## src/sv/l4paf_pkg.sv

```systemverilog
// Shared types and constants for the L4 port allowlist filter.
package l4paf_pkg;

	// EtherTypes and transport protocols
	localparam logic [15:0] ETYPE_IPV4 = 16'h0800;
	localparam logic [15:0] ETYPE_IPV6 = 16'h86DD;
	localparam logic [7:0]  PROTO_TCP  = 8'd6;
	localparam logic [7:0]  PROTO_UDP  = 8'd17;

	// Frame byte offsets
	localparam logic [6:0] OFF_ETYPE_HI  = 7'd12;
	localparam logic [6:0] OFF_ETYPE_LO  = 7'd13;
	localparam logic [6:0] OFF_L3_START  = 7'd14;
	localparam logic [6:0] OFF_V4_PROTO  = 7'd23;
	localparam logic [6:0] OFF_V6_NEXT   = 7'd20;
	localparam logic [6:0] OFF_V6_L4     = 7'd54;
	localparam logic [6:0] OFF_MAX       = 7'd127;

	// Minimum lengths
	localparam logic [7:0] LEN_ETH_MIN = 8'd14;
	localparam logic [7:0] LEN_V4_MIN  = 8'd34;
	localparam logic [7:0] LEN_V6_MIN  = 8'd54;
	localparam logic [7:0] LEN_TCP_HDR = 8'd20;
	localparam logic [7:0] LEN_UDP_HDR = 8'd8;

	// Port table geometry
	localparam int TABLE_SLOTS     = 12;
	localparam int ENTRIES_PER_REG = 4;
	localparam int PORT_W          = 16;

	// Configuration register indexes
	typedef enum logic [2:0] {
		REG_ALLOW     = 3'd0,
		REG_DENY      = 3'd1,
		REG_PORT_LOW  = 3'd2,
		REG_PORT_MID  = 3'd3,
		REG_PORT_HIGH = 3'd4
	} reg_idx_t;

	// Verdict codes
	localparam logic [1:0] VERDICT_UNSPEC = 2'd0;
	localparam logic [1:0] VERDICT_TRUNC  = 2'd1;
	localparam logic [1:0] VERDICT_ALLOW  = 2'd2;
	localparam logic [1:0] VERDICT_DENY   = 2'd3;

	// Fixed action codes
	localparam logic signed [8:0] ACT_UNSPEC = -9'sd1;
	localparam logic signed [8:0] ACT_SHOT   = 9'sd2;

	// Queue depth between parser and decision stage
	localparam int QUEUE_DEPTH = 2;

	// Parser classification of a finished frame
	typedef enum logic [1:0] {
		KIND_UNSPEC,
		KIND_SHOT,
		KIND_CHECK
	} kind_t;

	typedef struct packed {
		kind_t             kind;
		logic [PORT_W-1:0] src;
		logic [PORT_W-1:0] dst;
	} summary_t;

endpackage

```

## src/sv/l4paf_front.sv

```systemverilog
// Byte-serial frame parser: tracks headers, captures ports, classifies the frame.
module l4paf_front (
	input  logic                clk,
	input  logic                arst_n,
	input  logic                accept,
	input  logic [7:0]          frame_byte,
	input  logic                is_last,
	output logic                push,
	output l4paf_pkg::summary_t push_data
);
	import l4paf_pkg::*;

	logic [6:0]  off_q;
	logic [15:0] etype_q;
	logic [3:0]  hw_q;
	logic [7:0]  proto_q;
	logic [15:0] src_q;
	logic [15:0] dst_q;

	logic [15:0] etype_n;
	logic [3:0]  hw_n;
	logic [7:0]  proto_n;
	logic [15:0] src_n;
	logic [15:0] dst_n;
	logic        is4;
	logic        is6;
	logic [6:0]  toff;
	logic [6:0]  diff;

	logic [7:0]  len;
	logic [7:0]  tlast;
	logic [7:0]  need;
	logic        l3_known;
	logic        l3_short;
	kind_t       kind;

	// Header field tracking for the current byte
	always_comb begin
		etype_n = etype_q;
		if (off_q == OFF_ETYPE_HI) begin
			etype_n = {frame_byte, etype_q[7:0]};
		end else if (off_q == OFF_ETYPE_LO) begin
			etype_n = {etype_q[15:8], frame_byte};
		end
		is4 = (etype_n == ETYPE_IPV4) && (off_q >= OFF_L3_START);
		is6 = (etype_n == ETYPE_IPV6) && (off_q >= OFF_L3_START);
		hw_n = (is4 && off_q == OFF_L3_START) ? frame_byte[3:0] : hw_q;
		proto_n = ((is4 && off_q == OFF_V4_PROTO) || (is6 && off_q == OFF_V6_NEXT))
			? frame_byte : proto_q;
		toff = is4 ? (OFF_L3_START + {1'b0, hw_n, 2'b00}) : OFF_V6_L4;
		diff = off_q - toff;
		src_n = src_q;
		dst_n = dst_q;
		if ((is4 || is6) && off_q >= toff) begin
			unique case (diff)
				7'd0: src_n = {frame_byte, src_q[7:0]};
				7'd1: src_n = {src_q[15:8], frame_byte};
				7'd2: dst_n = {frame_byte, dst_q[7:0]};
				7'd3: dst_n = {dst_q[15:8], frame_byte};
				default: ;
			endcase
		end
	end

	// End-of-frame classification; the EtherType takes in the current byte,
	// the other fields only matter once the frame is past them
	always_comb begin
		len = {1'b0, off_q} + 8'd1;
		l3_known = 1'b0;
		l3_short = 1'b0;
		tlast = {1'b0, OFF_V6_L4};
		if (etype_n == ETYPE_IPV4) begin
			l3_known = 1'b1;
			l3_short = len < LEN_V4_MIN;
			tlast = {1'b0, OFF_L3_START} + {2'b00, hw_q, 2'b00};
		end else if (etype_n == ETYPE_IPV6) begin
			l3_known = 1'b1;
			l3_short = len < LEN_V6_MIN;
		end
		need = 8'd0;
		if (proto_q == PROTO_TCP) begin
			need = tlast + LEN_TCP_HDR;
		end else if (proto_q == PROTO_UDP) begin
			need = tlast + LEN_UDP_HDR;
		end
		priority if (len < LEN_ETH_MIN || !l3_known) begin
			kind = KIND_UNSPEC;
		end else if (l3_short) begin
			kind = KIND_SHOT;
		end else if (need == 8'd0) begin
			kind = KIND_UNSPEC;
		end else if (len < need) begin
			kind = KIND_SHOT;
		end else begin
			kind = KIND_CHECK;
		end
	end

	assign push = accept && is_last;
	assign push_data = '{kind: kind, src: src_q, dst: dst_q};

	// Parser state; cleared after each last byte
	always_ff @(posedge clk or negedge arst_n) begin
		if (!arst_n) begin
			off_q   <= '0;
			etype_q <= '0;
			hw_q    <= '0;
			proto_q <= '0;
			src_q   <= '0;
			dst_q   <= '0;
		end else if (accept) begin
			if (is_last) begin
				off_q   <= '0;
				etype_q <= '0;
				hw_q    <= '0;
				proto_q <= '0;
				src_q   <= '0;
				dst_q   <= '0;
			end else begin
				if (off_q != OFF_MAX) begin
					off_q <= off_q + 7'd1;
				end
				etype_q <= etype_n;
				hw_q    <= hw_n;
				proto_q <= proto_n;
				src_q   <= src_n;
				dst_q   <= dst_n;
			end
		end
	end

endmodule

```

## src/sv/l4paf_queue.sv

```systemverilog
// Two-entry queue of frame summaries between parser and decision stage.
module l4paf_queue (
	input  logic                clk,
	input  logic                arst_n,
	input  logic                push,
	input  l4paf_pkg::summary_t push_data,
	output logic                full,
	input  logic                pop,
	output l4paf_pkg::summary_t head,
	output logic                empty
);
	import l4paf_pkg::*;

	localparam int PTR_W = $clog2(QUEUE_DEPTH);

	summary_t         mem_q [QUEUE_DEPTH];
	logic [PTR_W-1:0] wr_q;
	logic [PTR_W-1:0] rd_q;
	logic [PTR_W:0]   count_q;

	assign full  = (count_q == (PTR_W+1)'(QUEUE_DEPTH));
	assign empty = (count_q == '0);
	assign head  = mem_q[rd_q];

	// Entry storage
	always_ff @(posedge clk) begin
		if (push) begin
			mem_q[wr_q] <= push_data;
		end
	end

	// Pointers and fill count
	always_ff @(posedge clk or negedge arst_n) begin
		if (!arst_n) begin
			wr_q    <= '0;
			rd_q    <= '0;
			count_q <= '0;
		end else begin
			if (push) begin
				wr_q <= (wr_q == PTR_W'(QUEUE_DEPTH - 1)) ? '0 : wr_q + PTR_W'(1);
			end
			if (pop) begin
				rd_q <= (rd_q == PTR_W'(QUEUE_DEPTH - 1)) ? '0 : rd_q + PTR_W'(1);
			end
			unique case ({push, pop})
				2'b10:   count_q <= count_q + (PTR_W+1)'(1);
				2'b01:   count_q <= count_q - (PTR_W+1)'(1);
				default: ;
			endcase
		end
	end

	a_no_overflow: assert property (@(posedge clk) disable iff (!arst_n)
		!(push && full && !pop))
		else $error("queue push while full");

	a_no_underflow: assert property (@(posedge clk) disable iff (!arst_n)
		!(pop && empty))
		else $error("queue pop while empty");

	a_count_bound: assert property (@(posedge clk) disable iff (!arst_n)
		count_q <= (PTR_W+1)'(QUEUE_DEPTH))
		else $error("queue count out of range");

	a_push_fills: assert property (@(posedge clk) disable iff (!arst_n)
		(push && !pop) |=> !empty)
		else $error("queue empty after push");

endmodule

```

## src/sv/l4paf_back.sv

```systemverilog
// Decision stage: port table lookup, action select and output register.
module l4paf_back #(
	parameter int TABLE_ENTRIES = 10
) (
	input  logic                         clk,
	input  logic                         arst_n,
	input  l4paf_pkg::summary_t          head,
	input  logic                         empty,
	output logic                         pop,
	input  logic [7:0]                   allow_action,
	input  logic [7:0]                   deny_action,
	input  logic [TABLE_ENTRIES-1:0][15:0] port_table,
	output logic                         out_valid,
	input  logic                         out_stall,
	output logic [1:0]                   verdict,
	output logic signed [8:0]            action,
	output logic [15:0]                  source_port,
	output logic [15:0]                  dest_port
);
	import l4paf_pkg::*;

	logic        valid_q;
	logic [1:0]  verdict_q;
	logic [8:0]  action_q;
	logic [15:0] src_q;
	logic [15:0] dst_q;

	logic        hit;
	logic [1:0]  verdict_n;
	logic [8:0]  action_n;
	logic [15:0] src_n;
	logic [15:0] dst_n;

	// Parallel compare of both ports against every table entry
	always_comb begin
		hit = 1'b0;
		for (int i = 0; i < TABLE_ENTRIES; i++) begin
			hit = hit || (port_table[i] == head.src) || (port_table[i] == head.dst);
		end
	end

	// Verdict and action select
	always_comb begin
		src_n = '0;
		dst_n = '0;
		unique case (head.kind)
			KIND_SHOT: begin
				verdict_n = VERDICT_TRUNC;
				action_n  = ACT_SHOT;
			end
			KIND_CHECK: begin
				src_n = head.src;
				dst_n = head.dst;
				if (hit) begin
					verdict_n = VERDICT_ALLOW;
					action_n  = {1'b0, allow_action};
				end else begin
					verdict_n = VERDICT_DENY;
					action_n  = {1'b0, deny_action};
				end
			end
			default: begin
				verdict_n = VERDICT_UNSPEC;
				action_n  = ACT_UNSPEC;
			end
		endcase
	end

	assign pop = !empty && (!valid_q || !out_stall);

	// Output word register
	always_ff @(posedge clk) begin
		if (pop) begin
			verdict_q <= verdict_n;
			action_q  <= action_n;
			src_q     <= src_n;
			dst_q     <= dst_n;
		end
	end

	always_ff @(posedge clk or negedge arst_n) begin
		if (!arst_n) begin
			valid_q <= 1'b0;
		end else if (pop) begin
			valid_q <= 1'b1;
		end else if (!out_stall) begin
			valid_q <= 1'b0;
		end
	end

	assign out_valid   = valid_q;
	assign verdict     = verdict_q;
	assign action      = $signed(action_q);
	assign source_port = src_q;
	assign dest_port   = dst_q;

	a_unspec_act: assert property (@(posedge clk) disable iff (!arst_n)
		(valid_q && verdict_q == VERDICT_UNSPEC) |-> (action_q == ACT_UNSPEC && src_q == '0))
		else $error("unspecified verdict with wrong action or port");

	a_trunc_act: assert property (@(posedge clk) disable iff (!arst_n)
		(valid_q && verdict_q == VERDICT_TRUNC) |-> (action_q == ACT_SHOT && dst_q == '0))
		else $error("truncated verdict with wrong action or port");

	a_hold_stall: assert property (@(posedge clk) disable iff (!arst_n)
		(valid_q && out_stall) |=> (valid_q && $stable(verdict_q) && $stable(action_q)))
		else $error("output word changed under stall");

endmodule

```

## src/sv/l4_port_allowlist_filter_core.sv

```systemverilog
// Top level of the TCP/UDP port allowlist filter: configuration and stage wiring.
//
// Frames enter one byte per word on the input channel (frame_byte, is_last),
// starting at the destination MAC. A word is taken at a clock edge where
// in_valid is high and in_stall low; one byte is taken each cycle this holds.
// Each word with is_last set yields exactly one output word (verdict, action,
// source_port, dest_port); other bytes yield nothing.
// When the last byte is taken its summary enters the queue; the decision stage
// pops it through the table compare into the output register and raises
// out_valid, the pop waiting while a stalled output word is held.
// Throughput: one byte per cycle, one verdict per cycle for back-to-back
// one-byte frames while out_stall is low (parser register, combinational compare).
// The parser hands each finished frame to a two-entry queue; the decision
// stage drains it into the output register. When the receiver holds out_stall
// the output word holds, the queue fills, and in_stall rises only once the
// queue is full, so parsing of a following frame runs on meanwhile.
// Reset clears parser state, the queue and the output valid, and loads the
// registers with allow action 255, deny action 2 and an all-zero port table.
// The user writes configuration via cfg_write/cfg_index/cfg_data only while idle.
module l4_port_allowlist_filter_core #(
	parameter int TABLE_ENTRIES = 10
) (
	input  logic               clk,
	input  logic               arst_n,
	input  logic               cfg_write,
	input  logic [2:0]         cfg_index,
	input  logic [63:0]        cfg_data,
	input  logic               in_valid,
	output logic               in_stall,
	input  logic [7:0]         frame_byte,
	input  logic               is_last,
	output logic               out_valid,
	input  logic               out_stall,
	output logic [1:0]         verdict,
	output logic signed [8:0]  action,
	output logic [15:0]        source_port,
	output logic [15:0]        dest_port
);
	import l4paf_pkg::*;

	logic [7:0]                     allow_q;
	logic [7:0]                     deny_q;
	logic [TABLE_ENTRIES-1:0][15:0] table_q;

	logic     accept;
	logic     push;
	summary_t push_data;
	logic     full;
	logic     pop;
	summary_t head;
	logic     empty;

	// Action registers
	always_ff @(posedge clk or negedge arst_n) begin
		if (!arst_n) begin
			allow_q <= 8'd255;
			deny_q  <= 8'd2;
		end else if (cfg_write) begin
			if (cfg_index == REG_ALLOW) begin
				allow_q <= cfg_data[7:0];
			end
			if (cfg_index == REG_DENY) begin
				deny_q <= cfg_data[7:0];
			end
		end
	end

	// Port table entries, four to a register
	always_ff @(posedge clk or negedge arst_n) begin
		if (!arst_n) begin
			table_q <= '0;
		end else if (cfg_write) begin
			for (int i = 0; i < TABLE_ENTRIES; i++) begin
				if (cfg_index == 3'(int'(REG_PORT_LOW) + i / ENTRIES_PER_REG)) begin
					table_q[i] <= cfg_data[(i % ENTRIES_PER_REG) * PORT_W +: PORT_W];
				end
			end
		end
	end

	assign in_stall = full;
	assign accept   = in_valid && !full;

	l4paf_front u_front (
		.clk        (clk),
		.arst_n     (arst_n),
		.accept     (accept),
		.frame_byte (frame_byte),
		.is_last    (is_last),
		.push       (push),
		.push_data  (push_data)
	);

	l4paf_queue u_queue (
		.clk       (clk),
		.arst_n    (arst_n),
		.push      (push),
		.push_data (push_data),
		.full      (full),
		.pop       (pop),
		.head      (head),
		.empty     (empty)
	);

	l4paf_back #(
		.TABLE_ENTRIES (TABLE_ENTRIES)
	) u_back (
		.clk          (clk),
		.arst_n       (arst_n),
		.head         (head),
		.empty        (empty),
		.pop          (pop),
		.allow_action (allow_q),
		.deny_action  (deny_q),
		.port_table   (table_q),
		.out_valid    (out_valid),
		.out_stall    (out_stall),
		.verdict      (verdict),
		.action       (action),
		.source_port  (source_port),
		.dest_port    (dest_port)
	);

endmodule
```

## config.mk

```make
export PLATFORM = sky130hd
export DESIGN_NAME = l4_port_allowlist_filter_core
export DESIGN_NICKNAME = d
export VERILOG_FILES = /design/src/sv/l4paf_pkg.sv /design/src/sv/l4paf_front.sv /design/src/sv/l4paf_queue.sv /design/src/sv/l4paf_back.sv /design/src/sv/l4_port_allowlist_filter_core.sv
export SDC_FILE = /design/constraint.sdc
export NUM_CORES = 1
export LEC_CHECK = 0
export ABC_CLOCK_PERIOD_IN_PS = 5060
export BUFFER_PORTS_ARGS = -buffer_cell sky130_fd_sc_hd__buf_2
export CORE_ASPECT_RATIO = 1.5
export CORE_MARGIN = 8
export CORE_UTILIZATION = 55
export DETAILED_ROUTE_END_ITERATION = 7
export HOLD_SLACK_MARGIN = 0.05
export PLACE_DENSITY = 0.78
export SYNTH_ARGS = -nofsm -noshare
export SYNTH_HDL_FRONTEND = slang
export SYNTH_HIERARCHICAL = 1
export SYNTH_SLANG_ARGS = --single-unit
export TNS_END_PERCENT = 50
```

## constraint.sdc

```tcl
create_clock -name clk -period 5.06 [get_ports clk]
set_input_delay 0.253 -clock clk [delete_from_list [all_inputs] [get_ports clk]]
set_output_delay 0.253 -clock clk [all_outputs]
set_load 0.01 [all_outputs]
```

==> flow_summary.ini, run 1 <==
[outcome]
status = complete, no violations

[power]
max-vdd-ir-drop_uv = 280.9
power.density_nw_per_um2 = 481.4
leakage_nw = 9.427

[run]
max-cap-violations = 0

[logic_synthesis]
synth_enable_flop_cells = 111
yosys_warnings = 6
netlist_instances = 1528
seq_area_frac_synth_pct = 48.69
yosysMostFrequentCell = xor2_1
syn_area_um2 = 19620
synth_fp_nets = 1635
synth-xor-area-share_pct = 15.00
synth_top_family_by_area = multiplexers
netlist.area_leader.share_pct = 30.49
async_reset_ff_share_pct = 69.08
synth_compound_area_share_pct = 3.502
synthMuxAreaShare_pct = 16.38
synth_fa_ha_area_share_pct = 1.697
ys.flop_type = dfrtp_1
netlist_top_cells_count = xor2_1 (329), dfrtp_1 (239), mux2_2 (138)
synthTopCellsByArea = dfrtp_1 (30%), edfxtp_1 (17%), xor2_1 (15%)
ys_types = 76
synth_area_leader_cell = dfrtp_1
postSynthAreaPerCell_um2 = 12.84
ys_ff_latch = 359
synthSimpleGateAreaFrac_pct = 10.31

[sta]
finalMaxSlewViolations = 0
holdWs_ps = 79.50
min_period_over_period_pct = 95.37
final.setup.tns_ps = 0
finClkSkew_ps = 18.22
finalHoldViolCount = 0
finalCriticalPeriod_ps = 4826
relSlewSlack_pct = 21.07
timing.fmax_mhz = 207.2
worst_slew_pin_slew_ps = 1173
setup_ws_ps = 234.1
setup_violations = 0

[place]
gp_congestion = 0.9433
place_hpwl_um = 35990
port_buffers = 125
dp_slack_ps = 56.60

[layout]
fillers = 2643
syn_to_final_growth_pct = 13.20
final_core_util_pct = 63.25
seqCellArea_um2 = 9553
finalNetCount = 1801
multi_input_area_um2 = 9319
diodes = 0
drive_above_1_share_pct = 28.05

[critical_path]
worst-setup-path-type = reg2reg
cp_common_cell = or2_2
crit_path_max_fanout = 8
cp_top_family = simple AND/OR/NAND/NOR gates
worstPathArrival_ps = 5230
crit_path_max_incr_delay_ps = 440
critPathRequiredTime_ps = 5460
cpMaxStageDelayCell = o41a_1
startpoint_type = flip-flop
cp_cell_sequence = inv_1, ha_2, and4b_1, and2_1, o41a_1, nor3_4, and2_4, nor2_1, a21oi_1, ha_1, or2_2, ha_4, a21o_1, a21oi_2, mux2_4, nor4_4, a31oi_1, or2_2, mux2_2
end_kind = flip-flop
worst-path-buf-inv = 1

[floorplan]
io_pins = 126
die_w_um = 170.2
core_area_um2 = 35100
rows = 84
initial_core_util_pct = 55.88
dieArea_um2 = 42090
die_h_um = 247.3

[detailed_routing]
wire_per_inst_um = 24.05
post-route-drc-count = 0
vias = 13100
routed_wl_um = 52780
ant_nets = 0
drtIter0Drc = 1032
vias_per_cell = 5.969
firstDrtPassIters = 8

[clocking]
clk_latency_ps = 530
cts_max_level = 2
cts_root_buf = clkbuf_16
cts_tree = done
cts_made_buffers = 36
cts_sinks = 359
cts.path.max_buffers = 3
path_clk_slew_ps = 60

[global_routing]
grt_use_total_pct = 25.03
grt_max_degree = 119
grt_first_pass_wirelength_um = 80730
antenna_found_initial = 1
gr-total-overflow = 0
first_global_vias = 13990

[min_path]
holdCritPathClass = in2reg
-- cells by family after synthesis --
kind of cell,Yosys count
AOI/OAI and AO/OA,113
xor gates and xnor gates,336
adders and majority gates,26
buffers and inverters,104
DFF,359
muxes,259
and+or+nand+nor,331
-- timing repair --
item                                    CTS  global route
endpoints found under the setup margin    1            32
hold buffers                             61             0
pin swaps                                 0             4
setup buffers                             0             2
hold endpoints to repair                237             0
gates resized for setup                   1             9
-- worst paths after layout --
| check | cells past startpoint | end | startpoint | slack, ps |
|---|---|---|---|---|
| min reg2reg | 0 | u_queue/mem_q[0][5]$_DFFE_PP_ | u_front/dst_q[5]$_DFFE_PN0P_ | 470 |
| max in group asynchronous | 3 | u_queue/rd_q$_DFFE_PN0P_ | arst_n | 3570 |
| max reg2reg | 19 | u_front/src_q[8]$_DFFE_PN0P_ | u_front/off_q[0]$_DFFE_PN0P_ | 230 |
| min in group asynchronous | 2 | table_q[51]$_DFFE_PN0P_ | arst_n | 310 |
| max | 19 | u_front/src_q[8]$_DFFE_PN0P_ | u_front/off_q[0]$_DFFE_PN0P_ | 230 |
| min | 2 | table_q[23]$_DFFE_PN0P_ | cfg_data[23] | 80 |
-- state kept, by name, summed over array words and instances (netlist names), 9 cells and up --
| signal | cells |
|---|---|
| u_back/source_port | 16 |
| u_front/src_q | 16 |
| u_queue/mem_q | 68 |
| u_front/etype_q | 16 |
| u_front/dst_q | 16 |
| u_back/dest_port | 16 |
| table_q | 160 |
| u_back/action | 9 |
-- power by group --
group	internal [W]	switching [W]
Combinational	0.00158	0.00210
Clock	0.00156	0.00113
Sequential	0.00375	0.000566
Total	0.00689	0.00380
-- cell usage in the layout, fill, tap and decap left out, types with 6 or more instances in the layout --
| cell | Yosys | final |
|---|---|---|
| xor2_1 | 329 | 329 |
| dfrtp_1 | 239 | 237 |
| mux2_2 | 138 | 137 |
| buf_2 | 6 | 124 |
| edfxtp_1 | 111 | 111 |
| mux2_4 | 89 | 90 |
| nor4_1 | 90 | 90 |
| nand2_1 | 72 | 72 |
| dlygate4sd3_1 | 0 | 61 |
| clkbuf_16 | 0 | 37 |
| and2_1 | 36 | 36 |
| o21ai_0 | 35 | 35 |
| a21oi_1 | 37 | 35 |
| nand4_1 | 28 | 28 |
| mux2i_1 | 30 | 28 |
| buf_4 | 8 | 27 |
| nor2_1 | 23 | 22 |
| ha_1 | 25 | 22 |
| inv_1 | 16 | 16 |
| nor3b_1 | 14 | 14 |
| clkbuf_1 | 25 | 10 |
| dfstp_2 | 9 | 9 |
| and4b_2 | 7 | 7 |
| xnor2_1 | 7 | 7 |
| nor3_1 | 7 | 6 |
-- stage by stage --
step	cells	power, W	cell area [um2]
finish	2195	0.01069	22200
global route	2195	0.01113	22200
CTS	2193	0.01068	22140
detailed placement	2066	0.007928	20350
global placement	2066	0.007816	20350
floorplan	1528	0.006983	19670
-- layer usage --
metal  GRT usage (%)  wire length (um)  vias to the layer above
met3           4.103              3427                      204
met2           44.32             26800                      559
met1           27.27             18880                     6567
met5               0                 0                        -
li1                -                 -                     5771
met4           16.38              3672                        0
-- layout make-up --
| cell class | instances | area share, % |
|---|---|---|
| Clock inverter | 16 | 0.7889 |
| Multi-Input combinational cell | 1065 | 41.97 |
| Clock buffer | 50 | 4.525 |
| Inverter | 16 | 0.2705 |
| Timing Repair Buffer | 216 | 6.756 |
| Sequential cell | 359 | 43.02 |
| Tap cell | 473 | 2.665 |
Note: power is estimated with default switching activity, not from simulation.
==> run 2, diff against run 1 <==
--- a/config.mk
+++ b/config.mk
@@ -5,14 +5,14 @@
 export SDC_FILE = /design/constraint.sdc
 export NUM_CORES = 1
 export LEC_CHECK = 0
-export ABC_CLOCK_PERIOD_IN_PS = 5060
+export ABC_CLOCK_PERIOD_IN_PS = 4510
 export BUFFER_PORTS_ARGS = -buffer_cell sky130_fd_sc_hd__buf_2
 export CORE_ASPECT_RATIO = 1.5
 export CORE_MARGIN = 8
 export CORE_UTILIZATION = 55
 export DETAILED_ROUTE_END_ITERATION = 7
 export HOLD_SLACK_MARGIN = 0.05
-export PLACE_DENSITY = 0.78
+export PLACE_DENSITY = 0.75
 export SYNTH_ARGS = -nofsm -noshare
 export SYNTH_HDL_FRONTEND = slang
 export SYNTH_HIERARCHICAL = 1
==> constraint.sdc (replaced) <==
create_clock -name clk -period 4.51 [get_ports clk]
set_input_delay 0.2255 -clock clk [delete_from_list [all_inputs] [get_ports clk]]
set_output_delay 0.2255 -clock clk [all_outputs]
set_load 0.01 [all_outputs]
==> run 2 against run 1 <==
Compared with the run above: largest power group unchanged; critical path depth rose by 1; register-to-register slack got worse by 320 ps; clock power rose by 20%; power rose by 15%; utilization rose by 1.5 points; worst hold slack got worse by 8.7 ps; non-clock buffer count rose by 30; the flow now finishes with violations (setup timing); count of clock-buffer cells in the layout fell by 1; final cell count rose by 1.5%; flip-flop and latch count did not move.
==> flow_summary.ini, run 2 (synthesis results as in run 1) <==
[sta]
worst_slew_pin_slew_ps = 943.3
rsz0062_at_grt = yes
finalMaxSlewViolations = 0
min_period_over_period_pct = 102.0
relSlewSlack_pct = 37.11
finalCriticalPeriod_ps = 4599
finalHoldViolCount = 0
finClkSkew_ps = 17.99
timing.fmax_mhz = 217.4
setup_ws_ps = -89.08
setup_violations = 17

[detailed_routing]
post-route-drc-count = 0
vias_per_cell = 5.877
firstDrtPassIters = 5
vias = 13090
ant_nets = 0
drtIter0Drc = 876
wire_per_inst_um = 23.96
routed_wl_um = 53390

[floorplan]
initial_core_util_pct = 55.88
die_w_um = 170.2
core_area_um2 = 35100
io_pins = 126
die_h_um = 247.3
rows = 84
dieArea_um2 = 42090

[global_routing]
grt_max_degree = 125
gr-total-overflow = 0
antenna_found_initial = 1
grt_busiest_layer = met2
grt_use_total_pct = 25.33
use_met3_pct = 4.646
first_global_vias = 13890
grt_first_pass_wirelength_um = 81430
met2_usage_pct = 44.98
grt_use_met1_pct = 27.44

[clocking]
path_clk_slew_ps = 60
cts_tree = done
cts_made_buffers = 37
cts.path.max_buffers = 3
cts_max_level = 2
cts_sinks = 359
clk_latency_ps = 540
cts_root_buf = clkbuf_16

[layout]
drive_above_1_share_pct = 31.01
largest_reg_flops = 160
largestRegisters = table_q: 160 flops, u_queue/mem_q: 68 flops
layout_commonest_cell = xor2_1
finalNetCount = 1832
final_cell_mix = xor2_1 (329), dfrtp_1 (237), mux2_2 (135)
syn_to_final_growth_pct = 15.83
largest_register = table_q

[critical_path]
worst-setup-path-type = reg2reg
startpoint_type = flip-flop
end_kind = flip-flop
cpMaxStageDelayCell = dfrtp_1
worstPathArrival_ps = 5010
crit_path_max_incr_delay_ps = 410
crit_path_start = u_front/off_q[0]$_DFFE_PN0P_
crit_path_max_fanout = 8
r2r_start = u_front/off_q[0]$_DFFE_PN0P_
critPathRequiredTime_ps = 4920
cp_cell_sequence = inv_2, ha_4, and4b_2, a211o_1, a22o_4, nor3_4, and2_4, nor2_1, a21oi_1, ha_2, or2_4, ha_4, a21o_1, buf_4, a2111o_1, o2111ai_1, nor2_1, a21oi_2, or2_4, mux2_2

[power]
max-vdd-ir-drop_uv = 286.3
leakage_nw = 9.685
power.density_nw_per_um2 = 541.0
p_total_w = 0.01229

[place]
place_hpwl_um = 36130
dp_slack_ps = -198.9
gp_congestion = 0.9557
port_buffers = 125

[min_path]
holdCritPathClass = in2reg
worstHoldStart = cfg_data[0]

[outcome]
violations = setup timing
status = finished, violations left

[run]
max-cap-violations = 0
run 2: layout make-up:
type                       count  area, um2
multi-input combinational   1065       9470
sequential                   359       9553
fill                        2619      12380
inverter                      16      60.06
timing repair buffer         246       1752
clock inverter                19      224.0
tap                          473      591.8
clock buffer                  49       1067
antenna                        1      2.502
run 2: final timing paths:
| path | end | slack, ps | cells past startpoint |
|---|---|---|---|
| min in group asynchronous | table_q[51]$_DFFE_PN0P_ | 270 | 2 |
| hold / removal | table_q[0]$_DFFE_PN0P_ | 70 | 2 |
| hold reg to reg | u_queue/mem_q[1][27]$_DFFE_PP_ | 470 | 0 |
| setup / recovery | u_front/src_q[13]$_DFFE_PN0P_ | -90 | 20 |
| setup reg to reg | u_front/src_q[13]$_DFFE_PN0P_ | -90 | 20 |
| max in group asynchronous | deny_q[7]$_DFFE_PN0P_ | 3110 | 3 |
run 2: routing by layer:
layer	vias to the layer above	share of wire [%]
met1	6556	36
li1	5839	-
met4	0	6.4
met5	-	0
met2	508	51
met3	191	5.7
run 2: timing repair:
item,4_1_cts,5_1_grt
setup endpoints to repair,35,36
hold buffers,64,0
pin swaps,10,16
hold endpoints to repair,247,0
resized for setup,14,28
buffers inserted,3,6
run 2: stage by stage:
step | setup TNS, ps | hold slack (ps) | utilization [%] | instance area (um2) | instances
2_1_floorplan | -9426 | -70.09 | - | 19730 | 1528
3_3_place_gp | -2557 | 262.5 | 58.54 | 20550 | 2087
3_5_place_dp | -5022 | 280.3 | 58.54 | 20550 | 2087
4_1_cts | -18.48 | 56.62 | 64.30 | 22570 | 2222
5_1_grt | -6542 | 57.73 | 64.72 | 22720 | 2227
6_report | -973.4 | 70.76 | 64.72 | 22720 | 2228
run 2: power by group:
part | total, W | switching [W] | internal (W)
clock | 0.00321 | 0.00130 | 0.00191
sequential | 0.00479 | 0.000584 | 0.00421
combinational | 0.00429 | 0.00246 | 0.00183
total | 0.0123 | 0.00434 | 0.00795
run 2: critical path: cells and delay by family, from the launching register on:
family | cells | cell delay (ps)
and+or+nand+nor | 7 | 1260
adders and majority gates | 3 | 640
muxes | 1 | 360
AOI/OAI and AO/OA | 7 | 1590
DFF | 1 | 410
buffers and inverters | 2 | 220
==> run 3, diff against run 2 <==
--- a/config.mk
+++ b/config.mk
@@ -11,10 +11,8 @@
 export CORE_MARGIN = 8
 export CORE_UTILIZATION = 55
 export DETAILED_ROUTE_END_ITERATION = 7
-export HOLD_SLACK_MARGIN = 0.05
 export PLACE_DENSITY = 0.75
 export SYNTH_ARGS = -nofsm -noshare
 export SYNTH_HDL_FRONTEND = slang
-export SYNTH_HIERARCHICAL = 1
 export SYNTH_SLANG_ARGS = --single-unit
 export TNS_END_PERCENT = 50
==> run 3 against run 2 <==
Compared with the run above: the run now ends clean; setup slack better by 97 ps; count of clock-buffer cells in the layout fell by 3; utilization increased by 1.3 points; final area decreased by 0.97%; largest cell class unchanged; largest power group unchanged.
==> flow_summary.ini, run 3 <==
[logic_synthesis]
synth_area_leader_cell = dfrtp_1
synthTopCellsByArea = dfrtp_1 (32%), edfxtp_1 (18%), xnor2_1 (15%)
seq_area_frac_synth_pct = 50.37
yosysMostFrequentCell = xnor2_1
synth_compound_area_share_pct = 4.909
synth_fa_ha_area_share_pct = 1.755
ys.flop_type = dfrtp_1
netlist.area_leader.share_pct = 31.54
async_reset_ff_share_pct = 69.08
synth_top_family_by_area = XOR/XNOR gates
netlist_instances = 1564
synth_enable_flop_cells = 111
synth-xor-area-share_pct = 15.52
netlist_top_cells_count = xnor2_1 (328), dfrtp_1 (239), mux2_2 (177)
yosys_warnings = 0
synthSimpleGateAreaFrac_pct = 11.26
postSynthAreaPerCell_um2 = 12.12
syn_area_um2 = 18960
synth_fp_nets = 1671
synthMuxAreaShare_pct = 13.20
ys_ff_latch = 359
ys_types = 58

[place]
place_hpwl_um = 37690
dp_slack_ps = -212.3
dp.cells = 2105
gp_congestion = 0.9636
port_buffers = 125

[floorplan]
initial_core_util_pct = 55.67
core_area_um2 = 34060
rows = 83
die_h_um = 243.4
die_w_um = 167.6
io_pins = 126
dieArea_um2 = 40800

[detailed_routing]
drtIter0Drc = 935
vias = 13570
routed_wl_um = 53340
vias_per_cell = 6.067
post-route-drc-count = 0
ant_nets = 0
wire_per_inst_um = 23.85
dr_wl_met3_um = 3065
firstDrtPassIters = 5
routed.top_layer = met5
met2_length_um = 27490
wl_met1_um = 18800

[power]
power_frac_comb_pct = 35.7
switching_share_pct = 34.11
max-vdd-ir-drop_uv = 298.3
p_total_w = 0.01216
p_switching_w = 0.004147
p_seq_share_pct = 38.6
power.density_nw_per_um2 = 540.3
p_clk_share_pct = 25.6
p_int_w = 0.008009
leakage_nw = 8.890

[sta]
holdWs_ps = 4.981
relSlewSlack_pct = 27.67
finalMaxSlewViolations = 0
timing.fmax_mhz = 222.1
min_period_over_period_pct = 99.82
setup_ws_ps = 7.896
finalCriticalPeriod_ps = 4502
finalHoldViolCount = 0
finClkSkew_ps = 15.75
worst_slew_pin_slew_ps = 1085
setup_violations = 0
rsz0062_at_grt = yes

[layout]
fillers = 2515
syn_to_final_growth_pct = 18.65
drive_above_1_share_pct = 29.72
largest_reg_flops = 160
finalNetCount = 1889
largest_register = table_q
largestRegisters = table_q: 160 flops, u_queue.mem_q: 68 flops
final_core_util_pct = 66.05
stdcell_count = 2236
final_cell_mix = xnor2_1 (328), dfrtp_1 (236), mux2_2 (177)
layout_commonest_cell = xnor2_1

[clocking]
cts_sinks = 359
cts_made_buffers = 36
path_clk_slew_ps = 70
cts_tree = done
cts_root_buf = clkbuf_16
cts_max_level = 2
clk_latency_ps = 540
cts.path.max_buffers = 3

[global_routing]
grt_use_total_pct = 25.90
gr-total-overflow = 0
antenna_found_initial = 2
grt_first_pass_wirelength_um = 81940
first_global_vias = 14250
grt_max_degree = 136

[critical_path]
crit_path_max_fanout = 8
worst-setup-path-type = reg2reg
startpoint_type = flip-flop
end_kind = flip-flop
r2r_setup_slack_ps = 8
worstPathArrival_ps = 4920
critPathRequiredTime_ps = 4930
ff2ff_path_depth = 18
r2r_start = u_front.etype_q[8]$_DFFE_PN0P_
reg2reg_to = u_front.dst_q[3]$_DFFE_PN0P_

[min_path]
worstHoldStart = cfg_data[8]
holdCritPathClass = in2reg
min_to = table_q[8]$_DFFE_PN0P_
min_path_cells = 2

[run]
max-cap-violations = 0

[outcome]
status = complete, no violations
==> run 3: cell types whose count changed in the layout (fill, tap and decap cells not counted), sizes merged, moves of 16 or more <==
cell,delta
xnor2,+321
mux2,-52
nand3,+26
buf,+34
a21oi,-16
mux2i,+21
o31ai,+18
a22oi,+22
xor2,-321
nor2b,+33
and2,-31
nand2,-19
==> run 3: kinds of logic (layout without fill, tap and decap cells) <==
family | Yosys count | after routing
and+or+nand+nor | 360 | 362
DFF | 359 | 359
xor gates and xnor gates | 336 | 336
muxes | 228 | 228
AOI/OAI and AO/OA | 145 | 145
buffers and inverters | 110 | 354
adders and majority gates | 26 | 26
other | 0 | 1
==> run 3: cell type report <==
type	count	area, um2	area share, %
Clock buffer	46	958.4	4.260
Antenna cell	1	2.502	0.01112
Multi-Input combinational cell	1097	9196	40.87
Inverter	14	52.55	0.2336
Tap cell	425	531.8	2.363
Sequential cell	359	9554	42.46
Clock inverter	20	271.5	1.207
Timing Repair Buffer	274	1932	8.586
==> run 3: how the worst max path moves through the flow <==
stage / startpoint / end / slack, ps / cells past startpoint
floorplan: u_front.off_q[5]$_DFFE_PN0P_ / u_front.src_q[14]$_DFFE_PN0P_ / -50 / 20
global placement: u_front.etype_q[8]$_DFFE_PN0P_ / u_front.dst_q[5]$_DFFE_PN0P_ / -100 / 17
detailed placement: u_front.etype_q[8]$_DFFE_PN0P_ / u_front.dst_q[14]$_DFFE_PN0P_ / -210 / 16
CTS: u_front.etype_q[8]$_DFFE_PN0P_ / u_front.dst_q[14]$_DFFE_PN0P_ / 8 / 17
global route: u_front.off_q[6]$_DFFE_PN0P_ / u_front.dst_q[14]$_DFFE_PN0P_ / -240 / 20
finish: u_front.etype_q[8]$_DFFE_PN0P_ / u_front.dst_q[3]$_DFFE_PN0P_ / 8 / 18
==> run 3: metrics by stage <==
| step | instance area [um2] | TNS (ps) |
|---|---|---|
| 6_report | 22500 | 0 |
| 5_1_grt | 22500 | -6218 |
| 4_1_cts | 22380 | 0 |
| 3_5_place_dp | 20510 | -3866 |
| 3_3_place_gp | 20510 | -2086 |
| 2_1_floorplan | 19060 | -876.2 |
==> run 3: critical path, stage by stage (launching register included) <==
cell	delay, ps
dfrtp_1	370
or4_1	550
a31o_2	240
a22o_4	230
nor3_4	150
nand4_1	240
mux2i_1	270
ha_1	270
or2_4	240
ha_4	290
a21oi_2	70
o21ai_2	120
mux2i_1	230
nand4_1	160
nor4b_4	290
buf_6	180
nand2_1	80
and2_4	170
a22o_1	220
==> run 3: per-layer routing <==
metal  vias to the layer above  global-route usage, %
li1                       6060                      -
met1                      6726                  27.53
met2                       561                  46.26
met3                       217                  4.435
met4                         2                  17.67
met5                         -                      0
==> run 3: timing repair <==
action                     4_1_cts  5_1_grt
buffers inserted                 2        2
pin swaps                        3        4
resized for setup                8       16
hold buffers                    58        0
gates cloned                     0        2
hold endpoints to repair       272        0
setup endpoints to repair       32       32
==> run 3: power by group through the flow <==
stage,Sequential (W),Clock [W],Combinational (W)
floorplan,0.00466,0,0.00287
global placement,0.00469,0,0.00413
detailed placement,0.00473,0,0.00421
CTS,0.00467,0.00316,0.00429
global route,0.00476,0.00329,0.00465
finish,0.00470,0.00312,0.00434
